### src/design/casb_pkg.sv
package casb_pkg;

	localparam int MAX_DIM_DEF = 4096;
	localparam int QDEPTH      = 4;

	localparam int DIM_W     = 13;
	localparam int POS_W     = 14;
	localparam int CFG_W     = 14;
	localparam int CFG_IDX_W = 3;
	localparam int ADDR_W    = 24;
	localparam int CH_W      = 8;

	localparam logic [DIM_W-1:0] SCREEN_W_RST = 13'd640;
	localparam logic [DIM_W-1:0] SCREEN_H_RST = 13'd480;
	localparam logic [DIM_W-1:0] SPRITE_W_RST = 13'd64;
	localparam logic [DIM_W-1:0] SPRITE_H_RST = 13'd64;

	localparam logic [CH_W-1:0] ALPHA_OPAQUE = 8'd255;
	localparam logic [CH_W-1:0] ALPHA_CLEAR  = 8'd0;
	localparam int              BLEND_SHIFT  = 8;

	typedef enum logic [CFG_IDX_W-1:0] {
		REG_SCREEN_W = 3'd0,
		REG_SCREEN_H = 3'd1,
		REG_SPRITE_W = 3'd2,
		REG_SPRITE_H = 3'd3,
		REG_POS_X    = 3'd4,
		REG_POS_Y    = 3'd5
	} cfg_reg_t;

	typedef enum logic [1:0] {
		PX_SKIP,
		PX_COPY,
		PX_BLEND
	} px_class_t;

	typedef struct packed {
		logic [CH_W-1:0] tex_blue;
		logic [CH_W-1:0] tex_green;
		logic [CH_W-1:0] tex_red;
		logic [CH_W-1:0] tex_alpha;
		logic [CH_W-1:0] dst_blue;
		logic [CH_W-1:0] dst_green;
		logic [CH_W-1:0] dst_red;
		logic [CH_W-1:0] dst_alpha;
	} in_item_t;

	typedef struct packed {
		logic              write_enable;
		logic [ADDR_W-1:0] pixel_address;
		logic [CH_W-1:0]   out_blue;
		logic [CH_W-1:0]   out_green;
		logic [CH_W-1:0]   out_red;
		logic [CH_W-1:0]   out_alpha;
		logic              last_texel;
	} out_item_t;

	typedef struct packed {
		logic [DIM_W-1:0]        screen_width;
		logic [DIM_W-1:0]        screen_height;
		logic [DIM_W-1:0]        sprite_width;
		logic [DIM_W-1:0]        sprite_height;
		logic signed [POS_W-1:0] pos_x;
		logic signed [POS_W-1:0] pos_y;
	} cfg_t;

	// classified texel waiting for the blend side
	typedef struct packed {
		px_class_t        cls;
		logic             last;
		logic [DIM_W-1:0] col;
		logic [DIM_W-1:0] row;
		in_item_t         pix;
	} q_entry_t;

endpackage

### src/design/casb_front.sv
module casb_front #(
	parameter int MAX_DIM = casb_pkg::MAX_DIM_DEF
) (
	input  logic               clk,
	input  logic               arst_n,
	input  logic               in_valid,
	output logic               in_ready,
	input  casb_pkg::in_item_t in_item,
	input  casb_pkg::cfg_t     cfg,
	input  logic               full,
	output logic               push,
	output casb_pkg::q_entry_t push_data
);
	import casb_pkg::*;

	localparam int CW = $clog2(MAX_DIM);
	localparam int XW = ((CW > DIM_W) ? CW : DIM_W) + 2;

	logic [CW-1:0] col_q, row_q;
	logic [CW:0]   col_inc, row_inc;
	logic [XW-1:0] x, y;
	logic          on, end_col, end_row;

	assign in_ready = !full;
	assign push     = in_valid && !full;

	always_comb begin
		col_inc = {1'b0, col_q} + {{CW{1'b0}}, 1'b1};
		row_inc = {1'b0, row_q} + {{CW{1'b0}}, 1'b1};
		x = {{(XW-POS_W){cfg.pos_x[POS_W-1]}}, cfg.pos_x} + {{(XW-CW){1'b0}}, col_q};
		y = {{(XW-POS_W){cfg.pos_y[POS_W-1]}}, cfg.pos_y} + {{(XW-CW){1'b0}}, row_q};
		on = !x[XW-1] && !y[XW-1]
			&& (x < {{(XW-DIM_W){1'b0}}, cfg.screen_width})
			&& (y < {{(XW-DIM_W){1'b0}}, cfg.screen_height});
		// counters left past the end by a resize count as on the last one
		end_col = {{(XW-CW-1){1'b0}}, col_inc} >= {{(XW-DIM_W){1'b0}}, cfg.sprite_width};
		end_row = {{(XW-CW-1){1'b0}}, row_inc} >= {{(XW-DIM_W){1'b0}}, cfg.sprite_height};

		push_data.pix  = in_item;
		push_data.last = end_col && end_row;
		// clipped texels carry zero coordinates so the address comes out as zero
		push_data.col  = on ? x[DIM_W-1:0] : '0;
		push_data.row  = on ? y[DIM_W-1:0] : '0;
		if (!on || in_item.tex_alpha == ALPHA_CLEAR) begin
			push_data.cls = PX_SKIP;
		end else if (in_item.tex_alpha == ALPHA_OPAQUE) begin
			push_data.cls = PX_COPY;
		end else begin
			push_data.cls = PX_BLEND;
		end
	end

	always_ff @(posedge clk or negedge arst_n) begin
		if (!arst_n) begin
			col_q <= '0;
			row_q <= '0;
		end else if (push) begin
			if (!end_col) begin
				col_q <= col_inc[CW-1:0];
			end else begin
				col_q <= '0;
				row_q <= end_row ? '0 : row_inc[CW-1:0];
			end
		end
	end

endmodule

### src/design/casb_fifo.sv
module casb_fifo #(
	parameter int DEPTH = casb_pkg::QDEPTH
) (
	input  logic               clk,
	input  logic               arst_n,
	input  logic               push,
	input  casb_pkg::q_entry_t push_data,
	output logic               full,
	input  logic               pop,
	output logic               head_valid,
	output casb_pkg::q_entry_t head
);
	import casb_pkg::*;

	localparam int PW = $clog2(DEPTH);

	q_entry_t      mem_q [DEPTH];
	logic [PW-1:0] wr_q, rd_q;
	logic [PW:0]   count_q;

	assign full       = count_q == (PW+1)'(DEPTH);
	assign head_valid = count_q != '0;
	assign head       = mem_q[rd_q];

	always_ff @(posedge clk) begin
		if (push) begin
			mem_q[wr_q] <= push_data;
		end
	end

	always_ff @(posedge clk or negedge arst_n) begin
		if (!arst_n) begin
			wr_q    <= '0;
			rd_q    <= '0;
			count_q <= '0;
		end else begin
			// pointers wrap at the last entry so depths that are not a power of two work
			if (push) begin
				wr_q <= (wr_q == PW'(DEPTH - 1)) ? '0 : wr_q + {{(PW-1){1'b0}}, 1'b1};
			end
			if (pop) begin
				rd_q <= (rd_q == PW'(DEPTH - 1)) ? '0 : rd_q + {{(PW-1){1'b0}}, 1'b1};
			end
			if (push && !pop) begin
				count_q <= count_q + {{PW{1'b0}}, 1'b1};
			end else if (pop && !push) begin
				count_q <= count_q - {{PW{1'b0}}, 1'b1};
			end
		end
	end

endmodule

### src/design/casb_back.sv
module casb_back (
	input  logic                              clk,
	input  logic                              arst_n,
	input  logic                              head_valid,
	input  casb_pkg::q_entry_t                head,
	output logic                              pop,
	input  logic [casb_pkg::DIM_W-1:0]        screen_width,
	output logic                              out_valid,
	input  logic                              out_ready,
	output casb_pkg::out_item_t               out_item
);
	import casb_pkg::*;

	localparam int PW = 2 * (CH_W + 1);

	// alpha times signed colour difference
	function automatic logic signed [PW-1:0] wdiff(input logic [CH_W-1:0] a,
			input logic [CH_W-1:0] s, input logic [CH_W-1:0] d);
		logic signed [CH_W:0] diff;
		logic signed [CH_W:0] aa;
		diff = $signed({1'b0, s}) - $signed({1'b0, d});
		aa   = $signed({1'b0, a});
		return PW'(aa) * PW'(diff);
	endfunction

	logic                      v_s1, v_s2;
	logic                      ready_s1, ready_s2;
	q_entry_t                  e_s1;
	logic [2*DIM_W-1:0]        row_base_s1;
	logic signed [PW-1:0]      pb_s1, pg_s1, pr_s1;
	out_item_t                 out_s2;

	assign ready_s2  = !v_s2 || out_ready;
	assign ready_s1  = !v_s1 || ready_s2;
	assign pop       = head_valid && ready_s1;
	assign out_valid = v_s2;
	assign out_item  = out_s2;

	always_ff @(posedge clk or negedge arst_n) begin
		if (!arst_n) begin
			v_s1 <= 1'b0;
			v_s2 <= 1'b0;
		end else begin
			if (ready_s1) begin
				v_s1 <= head_valid;
			end
			if (ready_s2) begin
				v_s2 <= v_s1;
			end
		end
	end

	// multiply stage
	always_ff @(posedge clk) begin
		if (pop) begin
			e_s1        <= head;
			row_base_s1 <= {{DIM_W{1'b0}}, head.row} * {{DIM_W{1'b0}}, screen_width};
			pb_s1       <= wdiff(head.pix.tex_alpha, head.pix.tex_blue, head.pix.dst_blue);
			pg_s1       <= wdiff(head.pix.tex_alpha, head.pix.tex_green, head.pix.dst_green);
			pr_s1       <= wdiff(head.pix.tex_alpha, head.pix.tex_red, head.pix.dst_red);
		end
	end

	// add and select stage, doubles as the output register
	always_ff @(posedge clk) begin
		if (v_s1 && ready_s2) begin
			out_s2.write_enable  <= e_s1.cls != PX_SKIP;
			out_s2.pixel_address <= ADDR_W'(row_base_s1 + {{DIM_W{1'b0}}, e_s1.col});
			out_s2.last_texel    <= e_s1.last;
			case (e_s1.cls)
				PX_COPY: begin
					out_s2.out_blue  <= e_s1.pix.tex_blue;
					out_s2.out_green <= e_s1.pix.tex_green;
					out_s2.out_red   <= e_s1.pix.tex_red;
					out_s2.out_alpha <= e_s1.pix.tex_alpha;
				end
				PX_BLEND: begin
					// only the low byte of the shifted product reaches the sum
					out_s2.out_blue  <= e_s1.pix.dst_blue + pb_s1[BLEND_SHIFT +: CH_W];
					out_s2.out_green <= e_s1.pix.dst_green + pg_s1[BLEND_SHIFT +: CH_W];
					out_s2.out_red   <= e_s1.pix.dst_red + pr_s1[BLEND_SHIFT +: CH_W];
					out_s2.out_alpha <= e_s1.pix.dst_alpha;
				end
				default: begin
					out_s2.out_blue  <= e_s1.pix.dst_blue;
					out_s2.out_green <= e_s1.pix.dst_green;
					out_s2.out_red   <= e_s1.pix.dst_red;
					out_s2.out_alpha <= e_s1.pix.dst_alpha;
				end
			endcase
		end
	end

endmodule

### src/design/clipped_alpha_sprite_blit_unit.sv
// an accepted texel passes through the queue, the multiply stage and the add and select stage, which drives the output
// throughput: one texel per cycle while the output is ready; the blend and address multipliers are fully pipelined
// a four-entry queue between the clip stage and the blend stages absorbs output stalls
// reset: clears the sprite counters, queue and stage valid bits, and loads the default
// screen and sprite geometry (640 by 480 screen, 64 by 64 sprite at the origin)
module clipped_alpha_sprite_blit_unit #(
	parameter int MAX_DIM     = casb_pkg::MAX_DIM_DEF,
	parameter int QUEUE_DEPTH = casb_pkg::QDEPTH
) (
	input  logic                              clk,
	input  logic                              arst_n,
	input  logic                              in_valid,
	output logic                              in_ready,
	input  casb_pkg::in_item_t                in_item,
	output logic                              out_valid,
	input  logic                              out_ready,
	output casb_pkg::out_item_t               out_item,
	input  logic                              cfg_write,
	input  logic [casb_pkg::CFG_IDX_W-1:0]    cfg_index,
	input  logic [casb_pkg::CFG_W-1:0]        cfg_data
);
	import casb_pkg::*;

	localparam int DIM_CAP = (MAX_DIM < (1 << DIM_W)) ? MAX_DIM : (1 << DIM_W) - 1;

	function automatic logic [DIM_W-1:0] dim_sat(input logic [DIM_W-1:0] v,
			input logic one_min);
		logic [DIM_W-1:0] r;
		r = (v > DIM_W'(DIM_CAP)) ? DIM_W'(DIM_CAP) : v;
		if (one_min && r == '0) begin
			r = {{(DIM_W-1){1'b0}}, 1'b1};
		end
		return r;
	endfunction

	cfg_t     cfg_q;
	logic     full, push, pop, head_valid;
	q_entry_t push_data, head;

	// geometry is held already clamped
	always_ff @(posedge clk or negedge arst_n) begin
		if (!arst_n) begin
			cfg_q.screen_width  <= dim_sat(SCREEN_W_RST, 1'b0);
			cfg_q.screen_height <= dim_sat(SCREEN_H_RST, 1'b0);
			cfg_q.sprite_width  <= dim_sat(SPRITE_W_RST, 1'b1);
			cfg_q.sprite_height <= dim_sat(SPRITE_H_RST, 1'b1);
			cfg_q.pos_x         <= '0;
			cfg_q.pos_y         <= '0;
		end else if (cfg_write) begin
			unique case (cfg_reg_t'(cfg_index))
				REG_SCREEN_W: cfg_q.screen_width  <= dim_sat(cfg_data[DIM_W-1:0], 1'b0);
				REG_SCREEN_H: cfg_q.screen_height <= dim_sat(cfg_data[DIM_W-1:0], 1'b0);
				REG_SPRITE_W: cfg_q.sprite_width  <= dim_sat(cfg_data[DIM_W-1:0], 1'b1);
				REG_SPRITE_H: cfg_q.sprite_height <= dim_sat(cfg_data[DIM_W-1:0], 1'b1);
				REG_POS_X:    cfg_q.pos_x         <= $signed(cfg_data[POS_W-1:0]);
				REG_POS_Y:    cfg_q.pos_y         <= $signed(cfg_data[POS_W-1:0]);
				default: begin
				end
			endcase
		end
	end

	casb_front #(
		.MAX_DIM(MAX_DIM)
	) u_front (
		.clk      (clk),
		.arst_n   (arst_n),
		.in_valid (in_valid),
		.in_ready (in_ready),
		.in_item  (in_item),
		.cfg      (cfg_q),
		.full     (full),
		.push     (push),
		.push_data(push_data)
	);

	casb_fifo #(
		.DEPTH(QUEUE_DEPTH)
	) u_fifo (
		.clk       (clk),
		.arst_n    (arst_n),
		.push      (push),
		.push_data (push_data),
		.full      (full),
		.pop       (pop),
		.head_valid(head_valid),
		.head      (head)
	);

	casb_back u_back (
		.clk         (clk),
		.arst_n      (arst_n),
		.head_valid  (head_valid),
		.head        (head),
		.pop         (pop),
		.screen_width(cfg_q.screen_width),
		.out_valid   (out_valid),
		.out_ready   (out_ready),
		.out_item    (out_item)
	);

endmodule

### config.mk
export PLATFORM = sky130hd
export DESIGN_NAME = clipped_alpha_sprite_blit_unit
export DESIGN_NICKNAME = d
export VERILOG_FILES = /design/src/design/casb_pkg.sv /design/src/design/casb_front.sv /design/src/design/casb_fifo.sv /design/src/design/casb_back.sv /design/src/design/clipped_alpha_sprite_blit_unit.sv
export SDC_FILE = /design/constraint.sdc
export NUM_CORES = 2
export LEC_CHECK = 0
export BUFFER_PORTS_ARGS = -buffer_cell sky130_fd_sc_hd__buf_2
export CORE_AREA = 2 2 303 245
export CTS_BUF_LIST = sky130_fd_sc_hd__clkbuf_16
export CTS_CLUSTER_SIZE = 12
export DETAILED_ROUTE_END_ITERATION = 12
export DIE_AREA = 0 0 305 247
export GPL_TIMING_DRIVEN = 0
export PLACE_DENSITY = 0.77
export REMOVE_ABC_BUFFERS = 1
export SKIP_LAST_GASP = 1
export SLEW_MARGIN = 5
export SYNTH_ARGS = -nofsm -noshare
export SYNTH_HDL_FRONTEND = slang
export SYNTH_HIERARCHICAL = 1
export SYNTH_SLANG_ARGS = --single-unit
export TNS_END_PERCENT = 50
### constraint.sdc
create_clock -name clk -period 14.3 [get_ports clk]
set_input_delay 2.86 -clock clk [delete_from_list [all_inputs] [get_ports clk]]
set_output_delay 2.86 -clock clk [all_outputs]
set_load 0.02 [all_outputs]
After elaboration in Yosys (flattened, before gate mapping)
Memory sizes are Yosys's and may differ from the RTL's.
Index checks and enable logic that the tools add are counted.
- register bits: 323
- RAM bits: 372
- input bits: 86
- output and inout bits: 60
- word-level logic and storage cells: 119
- memories kept: 1
- memories (memory ; words ; bits a word ; read ports ; clocked after Yosys merged registers in ; write ports ; RTL line ; source):
    u_fifo.mem_q ; 4 ; 93 ; 1 ; 0 ; 1 ; casb_fifo.sv:17 ; q_entry_t mem_q [DEPTH];
- add/sub/neg operators: 15
- multiply operators: 4
- magnitude comparators: 5
- eq/ne operators: 11
- multiplexer cells: 15
- reduce and logical (&&, ||, !) cells: 33
- operator list (operator ; count):
    $pmux W32 S2 ; 1
    $mux W13 ; 4
    $mul A9 B9 Y16 ; 3
    $add A14 B13 Y15 ; 2
    $lt A15 B13 Y1 ; 2
    $sub A8 B8 Y9 ; 3
    $add A12 B1 Y13 const B ; 2
    $ge A13 B13 Y1 ; 2
    $add A24 B13 Y24 ; 1
    $add A8 B8 Y8 ; 3
    $mul A13 B13 Y24 ; 1
    $mux W12 ; 2
    $reduce_and A2 Y1 ; 7
    $gt A13 B13 Y1 const B ; 1
    $logic_not A13 Y1 ; 1
    $eq A3 B3 Y1 const B ; 3
    $logic_and A1 B1 Y1 ; 9
    $eq A8 B8 Y1 const B ; 1
    $logic_not A1 Y1 ; 8
    $logic_not A8 Y1 ; 1
    $mux W2 ; 4
    $eq A2 B2 Y1 const B ; 3
    $eq A3 B2 Y1 const B ; 2
    $mux W3 ; 2
    other kinds (10) ; 15

Logic depth before layout (Yosys ltp)
- word-level depth: 8
- gate-level depth with buffers: 29

Cells and area by module
The synthesis kept the hierarchy.
- modules (own cells, without submodules) (module ; instances ; cells each ; area each (um^2) ; sequential area each (um^2)):
    casb_back ; 1 ; 2098 ; 21381.8 ; 5635.4
    casb_fifo ; 1 ; 523 ; 13880.8 ; 11345.9
    casb_front ; 1 ; 587 ; 4700.8 ; 600.6
    clipped_alpha_sprite_blit_unit ; 1 ; 260 ; 3225.6 ; 2011.9

Worst setup path after synthesis
Ideal clock, no wire load.
- path type: input-to-reg
- start point: in out_ready
- end point: reg u_fifo.count_q[1]
- data arrival time: 13.907 ns
- required time: 14.175 ns
- path slack: 0.269 ns
- stages: 7
- buffers on the path: 0
- cell sequence: nor2b_1 > a21boi_0 > inv_1 > ha_1 > inv_1 > fa_1 > mux2_2
- word-level cells in the longest chain between the ends: 6
- ends and longest elaborated chain (element ; RTL line ; source):
    start, declared ; clipped_alpha_sprite_blit_unit.sv:16 ; input logic out_ready,
    $logic_or A1 B1 Y1 * ; casb_back.sv:33 ; assign ready_s2 = !v_s2 || out_ready;
    $logic_or A1 B1 Y1 * ; casb_back.sv:34 ; assign ready_s1 = !v_s1 || ready_s2;
    $logic_and A1 B1 Y1 * ; casb_back.sv:35 ; assign pop = head_valid && ready_s1;
    named net pop ; clipped_alpha_sprite_blit_unit.sv:37 ; logic full, push, pop, head_valid;
    $logic_not A1 Y1 ; casb_fifo.sv:44 ; if (push && !pop) begin
    $logic_and A1 B1 Y1 ; casb_fifo.sv:44 ;
    $mux W3 / $reduce_bool A2 Y1 (equally long branches) ; -- ;
    end signal, assigned ; casb_fifo.sv:45 ; count_q <= count_q + {{PW{1'b0}}, 1'b1};
    end signal, assigned ; casb_fifo.sv:47 ; count_q <= count_q - {{PW{1'b0}}, 1'b1};
    end, declared ; casb_fifo.sv:19 ; logic [PW:0] count_q;
Mark *: on every way through the listed nets, which the timed path passes. The rest lies on a longest branch.
A chain may end at the register's enable or synchronous reset.

==> metrics.cfg <==
[outcome]
outcome=finished clean

[detailed_routing]
first_pass_iters=5
antenna_left=0
dr_total_vias=26700
drc_errors=0
drt-vias-per-instance=5.90
wl_per_cell_um=20.8
detailedRoute.firstIterationViolations=2166
detail_route.wirelength_um=93900

[sta]
slew-limit-headroom=0.147
grt_setup_unrepaired=no
worst_slew_pin_slew_ps=1280
max_freq_ghz=0.108
post-route-period-util=0.649
setup-violations-final=0
final_hold_vios=0
slew_violations=0
timing.setup.tns_ps=0
finalWorstPathRequiredPeriod_ps=9270
worst_clock_skew_ps=36.8

[floorplan]
initial_utilization=0.594
dieWidth_um=305
fp.dieH_um=247
row_count=89
pin_count=146
core_area_mm2=0.0727
floorplan.die_area_mm2=0.0753

[synthesis]
synthDistinctLibCells=93
async_set_or_reset_flop_fraction_in_the_synthesized_netlist=0.168
synthCells=3468
ys_ff_latch=671
synth_enable_flop_cells=558
postSynthAreaPerCell_um2=12.5
yosysSeqAreaShare=0.454
synth-warning-count=6
synth_top_cell_area_share=0.388
commonest_register_cell_after_synthesis=sky130_fd_sc_hd__edfxtp_1
synth.area.top_cells=sky130_fd_sc_hd__edfxtp_1, sky130_fd_sc_hd__fa_1, sky130_fd_sc_hd__ha_1
mappedNetlistArea_mm2=0.0432
synth.largest_area_cell=sky130_fd_sc_hd__edfxtp_1

[placed_design]
number_of_port_buffers=145
postPlaceCellArea_mm2=0.0445
gp_congestion=0.890
hpwl_um=67100

[clock_tree]
cts.sink_count=671
ctsLongestPathBuffers=3
postCtsHoldBufs=0
post_cts.resized_instances=0
inserted_clock_buffers=71
postCtsSetupRepairBufs=0
clk_pin_slew_worst_paths_ps=60
cts_tree=yes
h_tree_depth=3
cts_root_buf=sky130_fd_sc_hd__clkbuf_16
clock_insertion_delay_worst_skew_ps=630

[critical_path]
slowest_stage=sky130_fd_sc_hd__dfrtp_4
critPathCaptureType=register
kind_of_cell_adding_the_most_delay_to_the_critical_path=adder cells
worst-path-max-fanout=39
endpoint_arrival_time_on_the_critical_path_ps=9620
crit_top_cell=sky130_fd_sc_hd__fa_1
cp_num_buf_inv=6
critPathRequiredTime_ps=14650
critical_path.max_stage_delay_ps=970
worstSetupPathType=register to register
critPathLaunchType=register

[grt]
largest_net_degree_at_the_start_of_global_routing=67
antenna_found_initial=7
grt_pass1_vias=27100
grt_pass1_wl_um=150000
grt_total_ovfl=0
grtUsageTotal=0.254

[finish]
layout.cell_area.non_filler_mm2=0.0466
final_net_count=4190
utilization=0.640
area_delta_synth_final_pct=7.82
post_route_cells_drive_above_1_share=0.124

[flow_run]
drv_cap=0

[min_path]
min-delay-path-class=register to register

cells in the final DEF, fill, tap and decap left out, types with 20 or more instances in the layout:
cell type                   netlist  final
sky130_fd_sc_hd__mux2_2          37     37
sky130_fd_sc_hd__mux4_2          93     93
sky130_fd_sc_hd__dfrtp_1        105    103
sky130_fd_sc_hd__edfxtp_1       558    558
sky130_fd_sc_hd__xor2_1          48     48
sky130_fd_sc_hd__o21a_1          25     25
sky130_fd_sc_hd__inv_1          431    456
sky130_fd_sc_hd__fa_1           256    256
sky130_fd_sc_hd__a211oi_1        21     21
sky130_fd_sc_hd__buf_2           13    144
sky130_fd_sc_hd__clkbuf_16        0     73
sky130_fd_sc_hd__and3_1          22     22
sky130_fd_sc_hd__nand3_1         49     49
sky130_fd_sc_hd__and2_1         156    151
sky130_fd_sc_hd__nor2_1         117    117
sky130_fd_sc_hd__mux2i_1         47     47
sky130_fd_sc_hd__o21ai_1         20     20
sky130_fd_sc_hd__ha_1           325    323
sky130_fd_sc_hd__xnor2_1         90     90
sky130_fd_sc_hd__a22oi_1         21     21
sky130_fd_sc_hd__a21o_1          31     31
sky130_fd_sc_hd__a21oi_1        113    113
sky130_fd_sc_hd__nand2_1        264    264
sky130_fd_sc_hd__nor3b_1         40     40
sky130_fd_sc_hd__nor3_1          37     37
sky130_fd_sc_hd__nor2b_1         28     28
sky130_fd_sc_hd__nand2b_1        68     68
sky130_fd_sc_hd__o21ai_0         62     62
cell usage after synthesis (all sizes together), types with 9 or more instances:
| library cell | count |
|---|---|
| inv | 431 |
| buf | 104 |
| and3 | 22 |
| nor2 | 117 |
| a2111oi | 9 |
| and2 | 158 |
| nand2b | 68 |
| xnor2 | 90 |
| fa | 256 |
| dfrtp | 105 |
| nand3 | 49 |
| nor4 | 10 |
| a22oi | 21 |
| xor2 | 48 |
| nand2 | 264 |
| nand4 | 13 |
| a21o | 31 |
| o211ai | 10 |
| mux2i | 47 |
| o21bai | 16 |
| mux4 | 93 |
| edfxtp | 558 |
| nor2b | 28 |
| nor3 | 38 |
| a21oi | 114 |
| a211oi | 22 |
| a31oi | 11 |
| o21a | 25 |
| ha | 325 |
| clkbuf | 78 |
| o21ai | 91 |
| or2 | 10 |
| mux2 | 37 |
| nor3b | 43 |
| a22o | 17 |
metrics by stage:
stage          std cells  worst slack [ps]  hold slack (ps)
2_1_floorplan       3286               269              400
3_3_place_gp        4386             -4740              405
3_5_place_dp        4405              5070              424
4_1_cts             4523              5000              423
5_1_grt             4524              4520              438
6_report            4524              5030              415
worst paths after layout:
kind	start	endpoint	slack (ps)	cells past startpoint
setup reg to reg	u_fifo/rd_q[0]$_DFFE_PN0P_	u_back/pb_s1[15]$_DFFE_PP_	5030	26
hold reg to reg	u_back/e_s1[90]$_DFFE_PP_	u_back/out_item[0]$_DFFE_PP_	420	0
min in group asynchronous	arst_n	u_front/row_q[9]$_DFFE_PN0P_	2180	1
max in group asynchronous	arst_n	cfg_q[76]$_DFFE_PN1P_	11360	2
hold / removal	u_back/e_s1[90]$_DFFE_PP_	u_back/out_item[0]$_DFFE_PP_	420	0
setup / recovery	u_fifo/rd_q[0]$_DFFE_PN0P_	u_back/pb_s1[15]$_DFFE_PP_	5030	26
cell type report:
cell class                 instances  area (um^2)
tap                              955         1190
fill                            5363        26100
antenna                            1         2.50
inverter                         432         1620
clock inverter                    45          268
multi-input combinational       2183        20900
sequential                       671        19600
clock buffer                      73         1830
timing repair buffer             164         1160
state kept, by name, summed over array words and instances, names as in the netlist, 12 cells and up:
name,flops
u_back/e_s1,80
u_front/col_q,12
u_back/out_item,58
u_front/row_q,12
cfg_q,80
u_fifo/mem_q,372
u_back/row_base_s1,24
cell families after synthesis:
kind of cell | count (synthesis) | synth area share
AO/OA/AOI/OAI | 437 | 0.0700
XOR/XNOR | 140 | 0.0290
adder cells (fa/ha/maj) | 581 | 0.213
buffers and inverters | 614 | 0.0635
flip-flops | 671 | 0.454
multiplexers | 177 | 0.0690
AND/OR/NAND/NOR | 848 | 0.102
routing by layer:
metal,wire length (um),GRT usage,vias to the layer above
li1,-,-,12200
met1,41700,0.367,13500
met2,44000,0.403,831
met3,6020,0.0423,127
met4,2110,0.0719,8
met5,51,0,-
Power is not shown: default switching activity piles up to over one toggle a cycle in this logic, so the estimate is an artifact.
